--- config.mk ---
export PLATFORM = sky130hd
export DESIGN_NAME = ranked_substring_and_fuzzy_matcher
export DESIGN_NICKNAME = d
export VERILOG_FILES = /design/src/hw/rtl/rsfm_pkg.sv /design/src/hw/rtl/rsfm_cand.sv /design/src/hw/rtl/rsfm_score.sv /design/src/hw/rtl/ranked_substring_and_fuzzy_matcher.sv
export SDC_FILE = /design/constraint.sdc
export NUM_CORES = 2
export LEC_CHECK = 0
export BUFFER_PORTS_ARGS = -buffer_cell sky130_fd_sc_hd__buf_4
export CAP_MARGIN = 0
export CORE_AREA = 4 4 410 412
export CTS_CLUSTER_DIAMETER = 200
export DETAILED_ROUTE_END_ITERATION = 7
export DIE_AREA = 0 0 414 416
export PLACE_DENSITY = 0.48
export SYNTH_ARGS = -nofsm -noshare
export SYNTH_HDL_FRONTEND = slang
export SYNTH_SLANG_ARGS = --single-unit
--- constraint.sdc ---
create_clock -name clk -period 15.5 [get_ports clk]
set_input_delay 1.55 -clock clk [delete_from_list [all_inputs] [get_ports clk]]
set_output_delay 1.55 -clock clk [all_outputs]
set_load 0.02 [all_outputs]
--- src/hw/rtl/rsfm_pkg.sv ---
// ----------------------------------------------------------------------------
// rsfm_pkg
// Shared constants, types and byte helpers for the ranked substring and
// fuzzy matcher.
// ----------------------------------------------------------------------------
package rsfm_pkg;

  localparam int QUERY_MAX_DEF   = 16;
  localparam int TEXT_MAX_DEF    = 65536;
  localparam int QUERY_REG_BYTES = 16;
  localparam int BYTE_W          = 8;
  localparam int LEN_W           = 5;
  localparam int CFG_DATA_W      = 64;
  localparam int CFG_IDX_W       = 2;
  localparam int POS_OUT_W       = 16;
  localparam int RANK_W          = 2;
  localparam int SCORE_W         = 24;
  localparam int OUT_DATA_W      = 48;

  localparam int SCORE_BASE  = 100000;
  localparam int BONUS_START = 20000;
  localparam int BONUS_WHOLE = 40000;
  localparam int BONUS_FUZZY = 50000;
  localparam int SPAN_WEIGHT = 100;

  localparam logic [RANK_W-1:0] RANK_NONE  = 2'd0;
  localparam logic [RANK_W-1:0] RANK_START = 2'd1;
  localparam logic [RANK_W-1:0] RANK_WHOLE = 2'd3;

  typedef enum logic [CFG_IDX_W-1:0] {
    CFG_QUERY_LOW,
    CFG_QUERY_HIGH,
    CFG_QUERY_LEN,
    CFG_MODE
  } cfg_reg_t;

  typedef enum logic {
    MODE_EXACT,
    MODE_FUZZY
  } mode_t;

  typedef struct packed {
    logic              hit;
    logic [RANK_W-1:0] rank;
  } cand_t;

  function automatic logic [BYTE_W-1:0] fold(input logic [BYTE_W-1:0] b);
    logic [BYTE_W-1:0] r;
    r = b;
    if (b >= 8'h41 && b <= 8'h5A) begin
      r = b + 8'd32;
    end
    return r;
  endfunction

  // word bytes: digits, letters, underscore
  function automatic logic is_word(input logic [BYTE_W-1:0] b);
    return (b >= 8'h30 && b <= 8'h39) || (b >= 8'h41 && b <= 8'h5A) ||
           (b >= 8'h61 && b <= 8'h7A) || (b == 8'h5F);
  endfunction

endpackage

--- src/hw/rtl/rsfm_cand.sv ---
// ----------------------------------------------------------------------------
// rsfm_cand
// Checks one candidate occurrence in the byte window against the query and
// ranks it by its word boundaries.
// ----------------------------------------------------------------------------
module rsfm_cand #(
  parameter int QLEN_MAX = 16,
  parameter int NW       = 5
) (
  input  logic [rsfm_pkg::BYTE_W-1:0] win [QLEN_MAX+1],
  input  logic [rsfm_pkg::BYTE_W-1:0] qf  [QLEN_MAX],
  input  logic [NW-1:0]               n,
  input  logic                        valid,
  input  logic                        start_zero,
  input  logic                        tail_clear,
  output rsfm_pkg::cand_t             cand
);

  logic mismatch;
  logic head_clear;

  // window slot j (newest first) holds query byte n-1-j
  always_comb begin
    mismatch = 1'b0;
    for (int j = 0; j < QLEN_MAX; j++) begin
      for (int i = 0; i < QLEN_MAX; i++) begin
        if (j < int'(n) && (i + j + 1) == int'(n) && win[j] != qf[i]) begin
          mismatch = 1'b1;
        end
      end
    end
  end

  assign head_clear = start_zero || !rsfm_pkg::is_word(win[n]);

  always_comb begin
    cand.hit = valid && !mismatch;
    if (head_clear && tail_clear) begin
      cand.rank = rsfm_pkg::RANK_WHOLE;
    end else if (head_clear) begin
      cand.rank = rsfm_pkg::RANK_START;
    end else begin
      cand.rank = rsfm_pkg::RANK_NONE;
    end
  end

endmodule

--- src/hw/rtl/rsfm_score.sv ---
// ----------------------------------------------------------------------------
// rsfm_score
// Forms the result fields of one haystack from the final match state under
// the exact or fuzzy scoring formula.
// ----------------------------------------------------------------------------
module rsfm_score #(
  parameter int PW = 16
) (
  input  rsfm_pkg::mode_t                    mode,
  input  logic                               len_nz,
  input  logic                               best_found,
  input  logic [PW-1:0]                      best_pos,
  input  logic [rsfm_pkg::RANK_W-1:0]        best_rank,
  input  logic                               sub_done,
  input  logic [PW-1:0]                      sub_first,
  input  logic [PW-1:0]                      sub_last,
  output logic                               found,
  output logic [rsfm_pkg::POS_OUT_W-1:0]     position,
  output logic [rsfm_pkg::RANK_W-1:0]        rank,
  output logic [rsfm_pkg::SCORE_W-1:0]       score
);

  localparam int SW = rsfm_pkg::SCORE_W;

  logic [SW-1:0] bonus;
  logic [SW-1:0] best_pos_w;
  logic [SW-1:0] capped;
  logic [PW:0]   span;
  logic [SW-1:0] span_w;
  logic [SW-1:0] first_w;
  logic [SW-1:0] exact_score;
  logic [SW-1:0] fuzzy_score;
  logic [SW-1:0] pos_w;

  always_comb begin
    bonus = '0;
    if (best_rank >= rsfm_pkg::RANK_START) begin
      bonus = bonus + SW'(rsfm_pkg::BONUS_START);
    end
    if (best_rank >= 2'd2) begin
      bonus = bonus + SW'(rsfm_pkg::BONUS_WHOLE);
    end
  end

  assign best_pos_w = SW'(best_pos);
  assign capped     = (best_pos_w > SW'(rsfm_pkg::SCORE_BASE)) ?
                      SW'(rsfm_pkg::SCORE_BASE) : best_pos_w;
  assign exact_score = SW'(rsfm_pkg::SCORE_BASE) - capped + bonus;

  assign span    = (sub_last >= sub_first) ?
                   ({1'b0, sub_last} - {1'b0, sub_first} + (PW+1)'(1)) : '0;
  assign span_w  = SW'(span);
  assign first_w = SW'(sub_first);

  // score wraps to the field width, so modular arithmetic is exact
  always_comb begin
    fuzzy_score = SW'(rsfm_pkg::SCORE_BASE) - span_w * SW'(rsfm_pkg::SPAN_WEIGHT)
                  - first_w;
    if (best_found) begin
      fuzzy_score = fuzzy_score + SW'(rsfm_pkg::BONUS_FUZZY) + bonus;
    end
  end

  always_comb begin
    found = 1'b0;
    pos_w = '0;
    rank  = rsfm_pkg::RANK_NONE;
    score = '0;
    if (len_nz) begin
      case (mode)
        rsfm_pkg::MODE_EXACT: begin
          if (best_found) begin
            found = 1'b1;
            pos_w = best_pos_w;
            rank  = best_rank;
            score = exact_score;
          end
        end
        rsfm_pkg::MODE_FUZZY: begin
          if (sub_done) begin
            found = 1'b1;
            score = fuzzy_score;
            if (best_found) begin
              pos_w = best_pos_w;
              rank  = best_rank;
            end else begin
              pos_w = first_w;
            end
          end
        end
        default: begin
          found = 1'b0;
        end
      endcase
    end
  end

  assign position = pos_w[rsfm_pkg::POS_OUT_W-1:0];

endmodule

--- src/hw/rtl/ranked_substring_and_fuzzy_matcher.sv ---
// ----------------------------------------------------------------------------
// ranked_substring_and_fuzzy_matcher
// Streams haystack bytes against a configured query and reports the best
// ranked contiguous hit and a greedy subsequence score per haystack.
// ----------------------------------------------------------------------------
// Usage: load the query through cfg_we/cfg_index/cfg_data while idle, then
// stream haystack bytes on the s_ channel, one byte per beat, with s_tlast on
// the final byte. Every s_ beat is compared case-insensitively in a single
// registered step: the byte is captured in an input register, from which the
// window, best hit and subsequence state are then updated. Throughput: one
// byte per cycle, as the window compare and best-hit update run on each byte,
// while no final byte waits on a pending result. A haystack's result appears
// on m_tvalid once its last beat is processed; no other beat yields a result.
// Bytes beyond TEXT_MAX are dropped and flag overflowed in the result.
// Stall: a pending result is held in the output register while m_tready is
// low; non-final bytes keep flowing, and a final byte waits in the input
// register, which then drops s_tready until the result is taken.
// Reset (rst, synchronous) clears the query registers, the run state but for
// the byte window, and both valid flags; after each result the run state
// returns to its reset value while the query registers are kept.
// ----------------------------------------------------------------------------
module ranked_substring_and_fuzzy_matcher #(
  parameter int QUERY_MAX = rsfm_pkg::QUERY_MAX_DEF,
  parameter int TEXT_MAX  = rsfm_pkg::TEXT_MAX_DEF
) (
  input  logic                                clk,
  input  logic                                rst,
  input  logic                                s_tvalid,
  output logic                                s_tready,
  input  logic [rsfm_pkg::BYTE_W-1:0]         s_tdata,   // [7:0] text_byte
  input  logic                                s_tlast,   // end_of_text
  output logic                                m_tvalid,
  input  logic                                m_tready,
  // [0] found, [16:1] hit position, [18:17] hit rank,
  // [42:19] match_score, [43] overflowed, [47:44] zero
  output logic [rsfm_pkg::OUT_DATA_W-1:0]     m_tdata,
  input  logic                                cfg_we,
  input  logic [rsfm_pkg::CFG_IDX_W-1:0]      cfg_index,
  input  logic [rsfm_pkg::CFG_DATA_W-1:0]     cfg_data
);

  localparam int QLEN_MAX = (QUERY_MAX < rsfm_pkg::QUERY_REG_BYTES) ?
                            QUERY_MAX : rsfm_pkg::QUERY_REG_BYTES;
  localparam int NW = $clog2(QLEN_MAX + 1);
  localparam int CW = $clog2(TEXT_MAX + 1);
  localparam int PW = $clog2(TEXT_MAX);
  localparam int BW = rsfm_pkg::BYTE_W;
  localparam int RW = rsfm_pkg::RANK_W;

  // configuration registers
  logic [rsfm_pkg::CFG_DATA_W-1:0] query_low;
  logic [rsfm_pkg::CFG_DATA_W-1:0] query_high;
  logic [rsfm_pkg::LEN_W-1:0]      query_length;
  rsfm_pkg::mode_t                 search_mode;

  always_ff @(posedge clk) begin
    if (rst) begin
      query_low    <= '0;
      query_high   <= '0;
      query_length <= '0;
      search_mode  <= rsfm_pkg::MODE_EXACT;
    end else if (cfg_we) begin
      case (rsfm_pkg::cfg_reg_t'(cfg_index))
        rsfm_pkg::CFG_QUERY_LOW:  query_low    <= cfg_data;
        rsfm_pkg::CFG_QUERY_HIGH: query_high   <= cfg_data;
        rsfm_pkg::CFG_QUERY_LEN:  query_length <= cfg_data[rsfm_pkg::LEN_W-1:0];
        rsfm_pkg::CFG_MODE:       search_mode  <= rsfm_pkg::mode_t'(cfg_data[0]);
        default: begin
          query_low <= query_low;
        end
      endcase
    end
  end

  logic [BW-1:0]                          qf [QLEN_MAX];
  logic [2*rsfm_pkg::CFG_DATA_W-1:0]      query_all;
  logic [NW-1:0]                          n;
  logic                                   n_nz;

  assign query_all = {query_high, query_low};

  always_comb begin
    for (int i = 0; i < QLEN_MAX; i++) begin
      qf[i] = rsfm_pkg::fold(query_all[BW*i +: BW]);
    end
  end

  assign n    = (int'(query_length) > QLEN_MAX) ? NW'(QLEN_MAX) : NW'(query_length);
  assign n_nz = (n != '0);

  // input register
  logic          in_valid;
  logic [BW-1:0] in_byte;
  logic          in_last;
  logic          process;

  assign process  = in_valid && (!in_last || !m_tvalid || m_tready);
  assign s_tready = !in_valid || process;

  always_ff @(posedge clk) begin
    if (rst) begin
      in_valid <= 1'b0;
    end else if (s_tready) begin
      in_valid <= s_tvalid;
    end
  end

  always_ff @(posedge clk) begin
    if (s_tvalid && s_tready) begin
      in_byte <= rsfm_pkg::fold(s_tdata);
      in_last <= s_tlast;
    end
  end

  // run state
  logic [BW-1:0] win [QLEN_MAX+1];
  logic [CW-1:0] byte_pos;
  logic          best_found;
  logic [PW-1:0] best_pos;
  logic [RW-1:0] best_rank;
  logic [NW-1:0] sub_idx;
  logic [PW-1:0] sub_first;
  logic [PW-1:0] sub_last;
  logic          ovf;

  logic          take;
  logic [BW-1:0] win_shift [QLEN_MAX+1];
  logic [BW-1:0] win_b     [QLEN_MAX+1];
  logic [CW-1:0] byte_pos_next;
  logic [PW-1:0] pos_now;
  logic [PW-1:0] s_a;
  logic [PW-1:0] s_b;
  logic          valid_a;
  logic          valid_b;
  rsfm_pkg::cand_t cand_a;
  rsfm_pkg::cand_t cand_b;

  assign take    = (byte_pos < CW'(TEXT_MAX));
  assign pos_now = byte_pos[PW-1:0];

  always_comb begin
    win_shift[0] = in_byte;
    for (int j = 1; j <= QLEN_MAX; j++) begin
      win_shift[j] = win[j-1];
    end
    for (int j = 0; j <= QLEN_MAX; j++) begin
      win_b[j] = take ? win_shift[j] : win[j];
    end
  end

  assign byte_pos_next = take ? (byte_pos + CW'(1)) : byte_pos;

  // candidate ending at the previous byte, closed by this one
  assign valid_a = take && n_nz && (byte_pos >= CW'(n));
  assign s_a     = PW'(byte_pos - CW'(n));

  // candidate ending at the last accepted byte of the haystack
  assign valid_b = in_last && n_nz && (byte_pos_next >= CW'(n));
  assign s_b     = PW'(byte_pos_next - CW'(n));

  rsfm_cand #(
    .QLEN_MAX (QLEN_MAX),
    .NW       (NW)
  ) u_cand_prev (
    .win        (win),
    .qf         (qf),
    .n          (n),
    .valid      (valid_a),
    .start_zero (byte_pos == CW'(n)),
    .tail_clear (!rsfm_pkg::is_word(in_byte)),
    .cand       (cand_a)
  );

  rsfm_cand #(
    .QLEN_MAX (QLEN_MAX),
    .NW       (NW)
  ) u_cand_end (
    .win        (win_b),
    .qf         (qf),
    .n          (n),
    .valid      (valid_b),
    .start_zero (byte_pos_next == CW'(n)),
    .tail_clear (1'b1),
    .cand       (cand_b)
  );

  logic          found_a;
  logic [PW-1:0] pos_a;
  logic [RW-1:0] rank_a;
  logic          best_found_next;
  logic [PW-1:0] best_pos_next;
  logic [RW-1:0] best_rank_next;

  // better rank wins, earlier position on a tie
  always_comb begin
    found_a = best_found;
    pos_a   = best_pos;
    rank_a  = best_rank;
    if (cand_a.hit && (!best_found || cand_a.rank > best_rank ||
        (cand_a.rank == best_rank && s_a < best_pos))) begin
      found_a = 1'b1;
      pos_a   = s_a;
      rank_a  = cand_a.rank;
    end
    best_found_next = found_a;
    best_pos_next   = pos_a;
    best_rank_next  = rank_a;
    if (cand_b.hit && (!found_a || cand_b.rank > rank_a ||
        (cand_b.rank == rank_a && s_b < pos_a))) begin
      best_found_next = 1'b1;
      best_pos_next   = s_b;
      best_rank_next  = cand_b.rank;
    end
  end

  logic [BW-1:0] sub_q;
  logic          sub_hit;
  logic [NW-1:0] sub_idx_next;
  logic [PW-1:0] sub_first_next;
  logic [PW-1:0] sub_last_next;

  always_comb begin
    sub_q = '0;
    for (int i = 0; i < QLEN_MAX; i++) begin
      if (int'(sub_idx) == i) begin
        sub_q = qf[i];
      end
    end
  end

  assign sub_hit = take && n_nz && (sub_idx < n) && (in_byte == sub_q);

  always_comb begin
    sub_idx_next   = sub_idx;
    sub_first_next = sub_first;
    sub_last_next  = sub_last;
    if (sub_hit) begin
      if (sub_idx == '0) begin
        sub_first_next = pos_now;
      end
      sub_last_next = pos_now;
      sub_idx_next  = sub_idx + NW'(1);
    end
  end

  always_ff @(posedge clk) begin
    if (process && take) begin
      for (int j = 0; j <= QLEN_MAX; j++) begin
        win[j] <= win_shift[j];
      end
    end
  end

  always_ff @(posedge clk) begin
    if (rst) begin
      byte_pos   <= '0;
      best_found <= 1'b0;
      best_pos   <= '0;
      best_rank  <= rsfm_pkg::RANK_NONE;
      sub_idx    <= '0;
      sub_first  <= '0;
      sub_last   <= '0;
      ovf        <= 1'b0;
    end else if (process) begin
      if (in_last) begin
        byte_pos   <= '0;
        best_found <= 1'b0;
        best_pos   <= '0;
        best_rank  <= rsfm_pkg::RANK_NONE;
        sub_idx    <= '0;
        sub_first  <= '0;
        sub_last   <= '0;
        ovf        <= 1'b0;
      end else begin
        byte_pos   <= byte_pos_next;
        best_found <= best_found_next;
        best_pos   <= best_pos_next;
        best_rank  <= best_rank_next;
        sub_idx    <= sub_idx_next;
        sub_first  <= sub_first_next;
        sub_last   <= sub_last_next;
        ovf        <= ovf | !take;
      end
    end
  end

  // result
  logic                               res_found;
  logic [rsfm_pkg::POS_OUT_W-1:0]     res_pos;
  logic [RW-1:0]                      res_rank;
  logic [rsfm_pkg::SCORE_W-1:0]       res_score;

  rsfm_score #(
    .PW (PW)
  ) u_score (
    .mode       (search_mode),
    .len_nz     (n_nz),
    .best_found (best_found_next),
    .best_pos   (best_pos_next),
    .best_rank  (best_rank_next),
    .sub_done   (sub_idx_next >= n),
    .sub_first  (sub_first_next),
    .sub_last   (sub_last_next),
    .found      (res_found),
    .position   (res_pos),
    .rank       (res_rank),
    .score      (res_score)
  );

  always_ff @(posedge clk) begin
    if (rst) begin
      m_tvalid <= 1'b0;
    end else if (process && in_last) begin
      m_tvalid <= 1'b1;
    end else if (m_tready) begin
      m_tvalid <= 1'b0;
    end
  end

  always_ff @(posedge clk) begin
    if (process && in_last) begin
      m_tdata <= {4'b0000, ovf | !take, res_score, res_rank, res_pos, res_found};
    end
  end

  // checks
  a_not_found_zero: assert property (@(posedge clk) disable iff (rst)
    m_tvalid && !m_tdata[0] |-> m_tdata[42:1] == '0)
    else $error("result fields not zero without a match");

  a_rank_code: assert property (@(posedge clk) disable iff (rst)
    m_tvalid |-> m_tdata[18:17] != 2'd2)
    else $error("illegal quality rank");

  a_pos_bound: assert property (@(posedge clk) disable iff (rst)
    byte_pos <= CW'(TEXT_MAX))
    else $error("byte position beyond capacity");

  a_sub_bound: assert property (@(posedge clk) disable iff (rst)
    int'(sub_idx) <= QLEN_MAX)
    else $error("subsequence index beyond query");

  a_run_cleared: assert property (@(posedge clk) disable iff (rst)
    process && in_last |=> byte_pos == '0 && !best_found && sub_idx == '0 && !ovf)
    else $error("run state not cleared after final beat");

endmodule
* After elaboration in Yosys (flattened, before gate mapping)
Cells that the tools add are included. Widths: inputs -> output; s select.
Operators by class: reductions and logical operators 849, muxes and demuxes 611, equal/unequal tests 569, bitwise operators 3, order comparisons 83, multipliers 1, add/subtract/negate cells 30
Operators by type and width (number):
- $ne 8x8->1 | 512
- $logic_and 1x1->1 | 811
- $mux 1 | 521
- $mux 8 | 54
- $ge 8x7->1 const B | 23
- $le 8x7->1 const B | 23
- $mux 16 | 11
- $add 8x6->8 const B | 17
- $mux 24 | 4
- $bmux 8 s5 | 2
- $eq 5x5->1 const A | 16
- $mux 17 | 4
- $add 24x24->24 | 2
- $pmux 24 s2 | 1
- $sub 17x24->24 const A | 2
- $eq 4x5->1 const A | 8
- $eq 5x5->1 const B | 8
- $lt 4x5->1 const A | 8
- $add 17x1->17 const B | 2
- $eq 17x5->1 | 2
- $ge 17x5->1 | 2
- $lt 16x16->1 | 2
- $pmux 16 s2 | 1
- $sub 16x5->16 | 2
- other kinds (47) | 108
Storage, ports and cells: output and inout bits 50, input bits 80, bits in registers 399, word-level logic and storage cells 2181

* Longest topological paths before layout
depth after elaboration 278, depth in mapped cells 69, depth with buffers taken out 65

* Cells and area by module
A second synthesis with hierarchy kept.
Second synthesis, totals: cell total of the unflattened synthesis 10045, area, all modules 79859.1 um^2
By module, submodules not included:
- rsfm_cand | seq. area each 0.0 um^2, cells an instance 3490, area each 26028.7 um^2, instances 2
- ranked_substring_and_fuzzy_matcher | seq. area each 9879.5 um^2, cells an instance 2185, area each 21445.6 um^2, instances 1
- rsfm_score | seq. area each 0.0 um^2, cells an instance 880, area each 6356.1 um^2, instances 1

* Least setup slack after synthesis
Ideal clock, no wire load.
path kind register -> register, start point register query_low[32] in the netlist's numbering, end point register m_tdata[42] in the netlist's numbering (data pin), buffers on the path 5, path slack 3.578 ns, required time 15.234 ns, period minus slack after synthesis 11.922 ns, library setup time 0.266 ns, arrival 11.656 ns, stages on the path, launching flop included 65, cell sequence dfxtp_1 -> buf_2 -> or4_1 -> o221a_1 -> buf_2 -> a31oi_1 -> buf_4 -> o22ai_1 -> a211oi_1 -> a211oi_1 -> o31ai_1 -> a31oi_1 -> nor4_1 -> o21ai_0 -> xor2_1 -> or4_1 -> or3_1 -> clkbuf_1 -> [29 not listed] -> a21oi_1 -> o21ai_0 -> xnor2_1 -> ha_1 -> ha_1 -> a21o_1 -> o21ai_0 -> nand2_1 -> ha_1 -> inv_1 -> ha_1 -> or4_1 -> a31oi_1 -> nor2_1 -> nand2_1 -> nor3_1 -> xnor2_1 -> nor2_1
Between the ends: word-level cells in the longest chain between the ends 274, elaborated cells on any way between the ends 632, those cells by class add/sub: 10; mul: 1; order compare: 9; eq/ne: 34; mux: 534; reduce/logical: 44
RTL lines:
- from (decl) | line ranked_substring_and_fuzzy_matcher.sv:51 | logic [rsfm_pkg::CFG_DATA_W-1:0] query_low;
- from (signal assigned) | line ranked_substring_and_fuzzy_matcher.sv:64 | rsfm_pkg::CFG_QUERY_LOW: query_low <= cfg_data;
- from (signal assigned) | line ranked_substring_and_fuzzy_matcher.sv:69 | query_low <= query_low;
- $ge 8x7->1 or $le 8x7->1 (tied branches) | line rsfm_pkg.sv:50 | if (b >= 8'h41 && b <= 8'h5A) begin
- $logic_and 1x1->1 | line rsfm_pkg.sv:50
- $mux 8 (*) | line rsfm_pkg.sv:50
- branches (longest 270 deep; another with $ne 8x8->1)
- $pmux 24 s2 (*) | line rsfm_score.sv:70 | case (mode)
- to (signal assigned) | line ranked_substring_and_fuzzy_matcher.sv:322 | m_tdata <= {4'b0000, ovf | !take, res_score, res_rank, res_pos, res_found};
- to (decl) | line ranked_substring_and_fuzzy_matcher.sv:36 | output logic [rsfm_pkg::OUT_DATA_W-1:0] m_tdata,
Mark *: on every way between the ends. A chain may end at the register's enable or synchronous reset.

* Final worst setup path
start point register query_high[25] in the netlist's numbering, end point register m_tdata[41] in the netlist's numbering (data pin)
Between the ends: word-level cells in the longest chain between the ends 267, elaborated cells on any way between the ends 611, those cells by class add/sub: 10; mul: 1; order compare: 9; eq/ne: 34; mux: 513; reduce/logical: 44
RTL lines:
- from (decl) | line ranked_substring_and_fuzzy_matcher.sv:52 | logic [rsfm_pkg::CFG_DATA_W-1:0] query_high;
- from (signal assigned) | line ranked_substring_and_fuzzy_matcher.sv:65 | rsfm_pkg::CFG_QUERY_HIGH: query_high <= cfg_data;
- $ge 8x7->1 or $le 8x7->1 (tied branches) | line rsfm_pkg.sv:50
- $logic_and 1x1->1 | line rsfm_pkg.sv:50
- $mux 8 (*) | line rsfm_pkg.sv:50
- branches (longest 263 deep; another with $ne 8x8->1)
- $pmux 24 s2 (*) | line rsfm_score.sv:70
Marked as above.

==> metrics.md <==
| Metric | Value |
|---|---|
| Status | complete, but fails checks |
| Violated checks | max-capacitance violations, max-slew violations |
| Flop-to-flop setup slack | 1660 ps |
| Synthesized cell area | 57400 um2 |
| Drt first pass iters | 8 |
| 1st-iter DRT viols | ~12000 |
| Yosys top cell area share | between 10% and 20% |
| Footprint of the multi-input gates | ~44000 um2 |
| Max-slew violations | 3 |
| H-tree levels | 2 |
| Fmax | roughly 0.072 GHz |
| Async set-or-reset flop fraction in the synthesized netlist | 0% |
| Cts repair resizes | 0 |
| Final setup fails | 0 |
| Final Hold Fails | 0 |
| Slew headroom | -1.95% |
| Port buffer count | approximately 130 |
| RSZ-0062 raised after global routing | false |
| Ports | 130 |
| Chip Height | between 400 and 500 um |
| Most frequent cells in the layout | xnor2_1, xor2_1, buf_4, nand2_1, a21oi_1 |
| Area leader, netlist | xnor2_1 |
| Period utilization | ~89% |
| Syn avg cell area | between 7 and 8 um2 |
| Peak VDD IR | 0.0870 mV |
| Clk_lat worst skew | 780 ps |
| Worst Tran Pin Value | approximately 1500 ps |
| Maxcap violations | 3 |
| Pin count of the biggest net entering global routing | 85 |
| Final setup skew | a little over 60 ps |
| Final setup TNS | 0 ps |
| Crit path DAT | around 14000 ps |
| Worst Setup End Kind | register |
| CTS tree | yes |
| Sequential-to-total area share from yosys stat | roughly 17% |
| Top post-synthesis cells by area | xnor2_1, xor2_1, edfxtp_1, dfxtp_1, ha_1 |
| Start point of the critical path | query_high[25]$_SDFFE_PP0P_ |
| Worst setup SP type | register |
| CP endpoint | m_tdata[41]$_SDFFCE_PN0P_ |
| Yosys reg bits | approximately 400 |
| GR Util met2 | between 60% and 70% |
| Layout area overhead | 12.6% |
| FF-to-FF Start | query_high[25]$_SDFFE_PP0P_ |
| Cells on worst reg2reg path | just under 60 |
| Post-synth EDFFs | between 150 and 200 |
| Number of global-route vias before repair | 59613 |
| FILL cells | between 15000 and 20000 |
| NumNets Final | between 7000 and 8000 |
| Met1 Usage GRT | between 50% and 60% |
| Cells after Synth | 7339 |
| Most frequent CP cell | ha_1 |
| Via density | between 6 and 7 |
| Synth cell types | between 90 and 100 |
| GR Util met3 | 21.1% |
| CORE AREA | approximately 160000 um2 |
| Final WS setup | approximately 1700 ps |
| Worst Hold Class | reg2reg |
| Routability cong. | 1.13 |
| Pleak | 23.6 nW |
| WS Path Type | reg2reg |
| Horiz. Die Dim | between 400 and 500 um |
| Clk buf depth | 3 |
| Clock transition at the registers of the reported paths | around 60 ps |
| Min cycle time layout | around 14000 ps |
| Layout cell share with drive strength beyond 1 | roughly an eighth |
| CTS Sinks | about 400 |
| Sequential cell area | 9930 um2 |
| Die area | 172000 um2 |
| Site Rows | 149 |
| Crit path max fanout | 20 |
| Hpwl dp | 291000 um |
| GR Overflow Total | 0 |
| Power density over cell area | 64.6 nW/um2 |
| Pre-CTS WS | roughly 1600 ps |
| Commonest non-fill, non-tap cell in the layout | xnor2_1 |
| Per-cell routed wire length | 43.7 um |
| Count of hold-fix buffers inserted at cts | 0 |
| RR Endpoint | m_tdata[41]$_SDFFCE_PN0P_ |
| Post-route ant nets | 0 |
| Initial antenna violation count | 25 |
| DR DRC count | 0 |
| Drt total wl | 418000 um |
| Top_reg_cell synth | dfxtp_1 |
| Worst EP required | about 16000 ps |
| Clock root buffer | clkbuf_16 |
| Initial cell density of the core | 34.9% |
| Yosys warns | 0 |
| GR peak layer | met2 |
| Vias post-DR | around 66000 |
| GRT Util Overall | 46.1% |
| Global-route wire length before repair | around 550000 um |
| Number of CTS-inserted buffers | between 50 and 60 |
| Power, Total | ~4.2 mW |
| Post-CTS setup repair buffer count | 0 |
| Slowest-stage cell, CP | dfxtp_1 |
| Slowest stage delay, CP | 1220 ps |
-- per-layer routing --
metal / wire length, um / vias to the layer above
met3: 63100 / 1985
met5: 112 / -
met4: 43000 / 18
li1: - / 25633
met2: 155000 / 6176
met1: 157000 / 31981
-- synth_stat cells, types with 18 or more instances --
cell       count
a221oi_1      34
nand4_1      188
nand2_1      546
or3_1         26
and3_1        25
a2111oi_0     32
a22oi_1       56
a311oi_1      19
inv_1        266
buf_1        174
xnor2_1     1280
mux2_2        30
a21oi_1      370
a21o_1        41
and2_1        18
nand3_1      156
o31ai_1       26
o21ai_0      218
a31oi_1       88
nor4_1       271
edfxtp_1     189
nor2b_1       57
nor2_1       300
a211oi_1      34
o22ai_1      109
nor3_1       173
dfxtp_1      210
clkbuf_1     446
or2_2         31
ha_1         243
or4_1         24
mux2i_1      212
nand2b_1      59
o221ai_1      26
xor2_1       876
a22o_1        39
o211ai_1      28
buf_2         74
o2111ai_1     36
fa_1          23
-- worst min path at each step --
stage          slack, ps                         to                      start  cells after the start
2_1_floorplan        420         win[112]$_DFFE_PP_         win[120]$_DFFE_PP_                      0
3_3_place_gp         430   sub_last[9]$_SDFFE_PP0P_   sub_last[9]$_SDFFE_PP0P_                      2
3_5_place_dp         440   sub_last[3]$_SDFFE_PP0P_   sub_last[3]$_SDFFE_PP0P_                      2
4_1_cts              460   sub_last[9]$_SDFFE_PP0P_   sub_last[9]$_SDFFE_PP0P_                      2
5_1_grt              480  sub_last[15]$_SDFFE_PP0P_  sub_last[15]$_SDFFE_PP0P_                      2
6_report             450   sub_last[9]$_SDFFE_PP0P_   sub_last[9]$_SDFFE_PP0P_                      2
-- flip-flops by register name (all words and copies together) (netlist names), 8 cells and up --
name,cells
win,136
query_high,64
query_low,64
m_tdata,44
byte_pos,17
best_pos,16
sub_first,16
sub_last,16
in_byte,8
-- where the power goes --
part | internal, mW | switching [mW] | total [mW]
clock | 0.794 | 0.623 | 1.42
combinational | 0.503 | 1.05 | 1.55
sequential | 1.14 | 0.0648 | 1.20
-- critical path, delay by kind of cell (launching register included) --
kind	cells	cell delay, ps
compound gates	20	4540
xor+xnor	2	330
buf+inv	6	570
mux	1	430
fa+ha+maj	10	3160
flops	1	1220
simple gates	19	3280
-- final cells by class --
cell class                 instances  share of cell area, %
multi-input combinational       5955                   68.5
inverter                         288                   1.67
clock inverter                    23                  0.416
sequential                       399                   15.4
tap                             2189                   4.24
antenna                           31                  0.120
timing repair buffer             611                   7.12
clock buffer                      81                   2.55
-- stage by stage --
stage | instance area (um2) | hold WS (ps) | util [%] | instances
after floorplan | 57400 | 421 | - | 7344
after global placement | 62600 | 434 | 38.1 | 9441
after detailed placement | 62600 | 442 | 38.1 | 9441
after CTS | 64500 | 458 | 39.2 | 9545
after global routing | 64500 | 480 | 39.2 | 9546
final | 64600 | 455 | 39.3 | 9577
-- cells by family (layout without fill, tap and decap cells) --
kind of cell | after synthesis | after routing | synth area share, %
AND/OR/NAND/NOR | 1926 | 1926 | 16.9
other | 1 | 37 | 0.00654
multiplexers | 246 | 246 | 4.45
XOR/XNOR | 2157 | 2157 | 33.0
AO/OA/AOI/OAI | 1354 | 1354 | 15.7
adder cells (fa/ha/maj) | 266 | 266 | 6.10
buffers and inverters | 990 | 1003 | 6.69
flip-flops | 399 | 399 | 17.2
(Power assumes the default switching activity.)
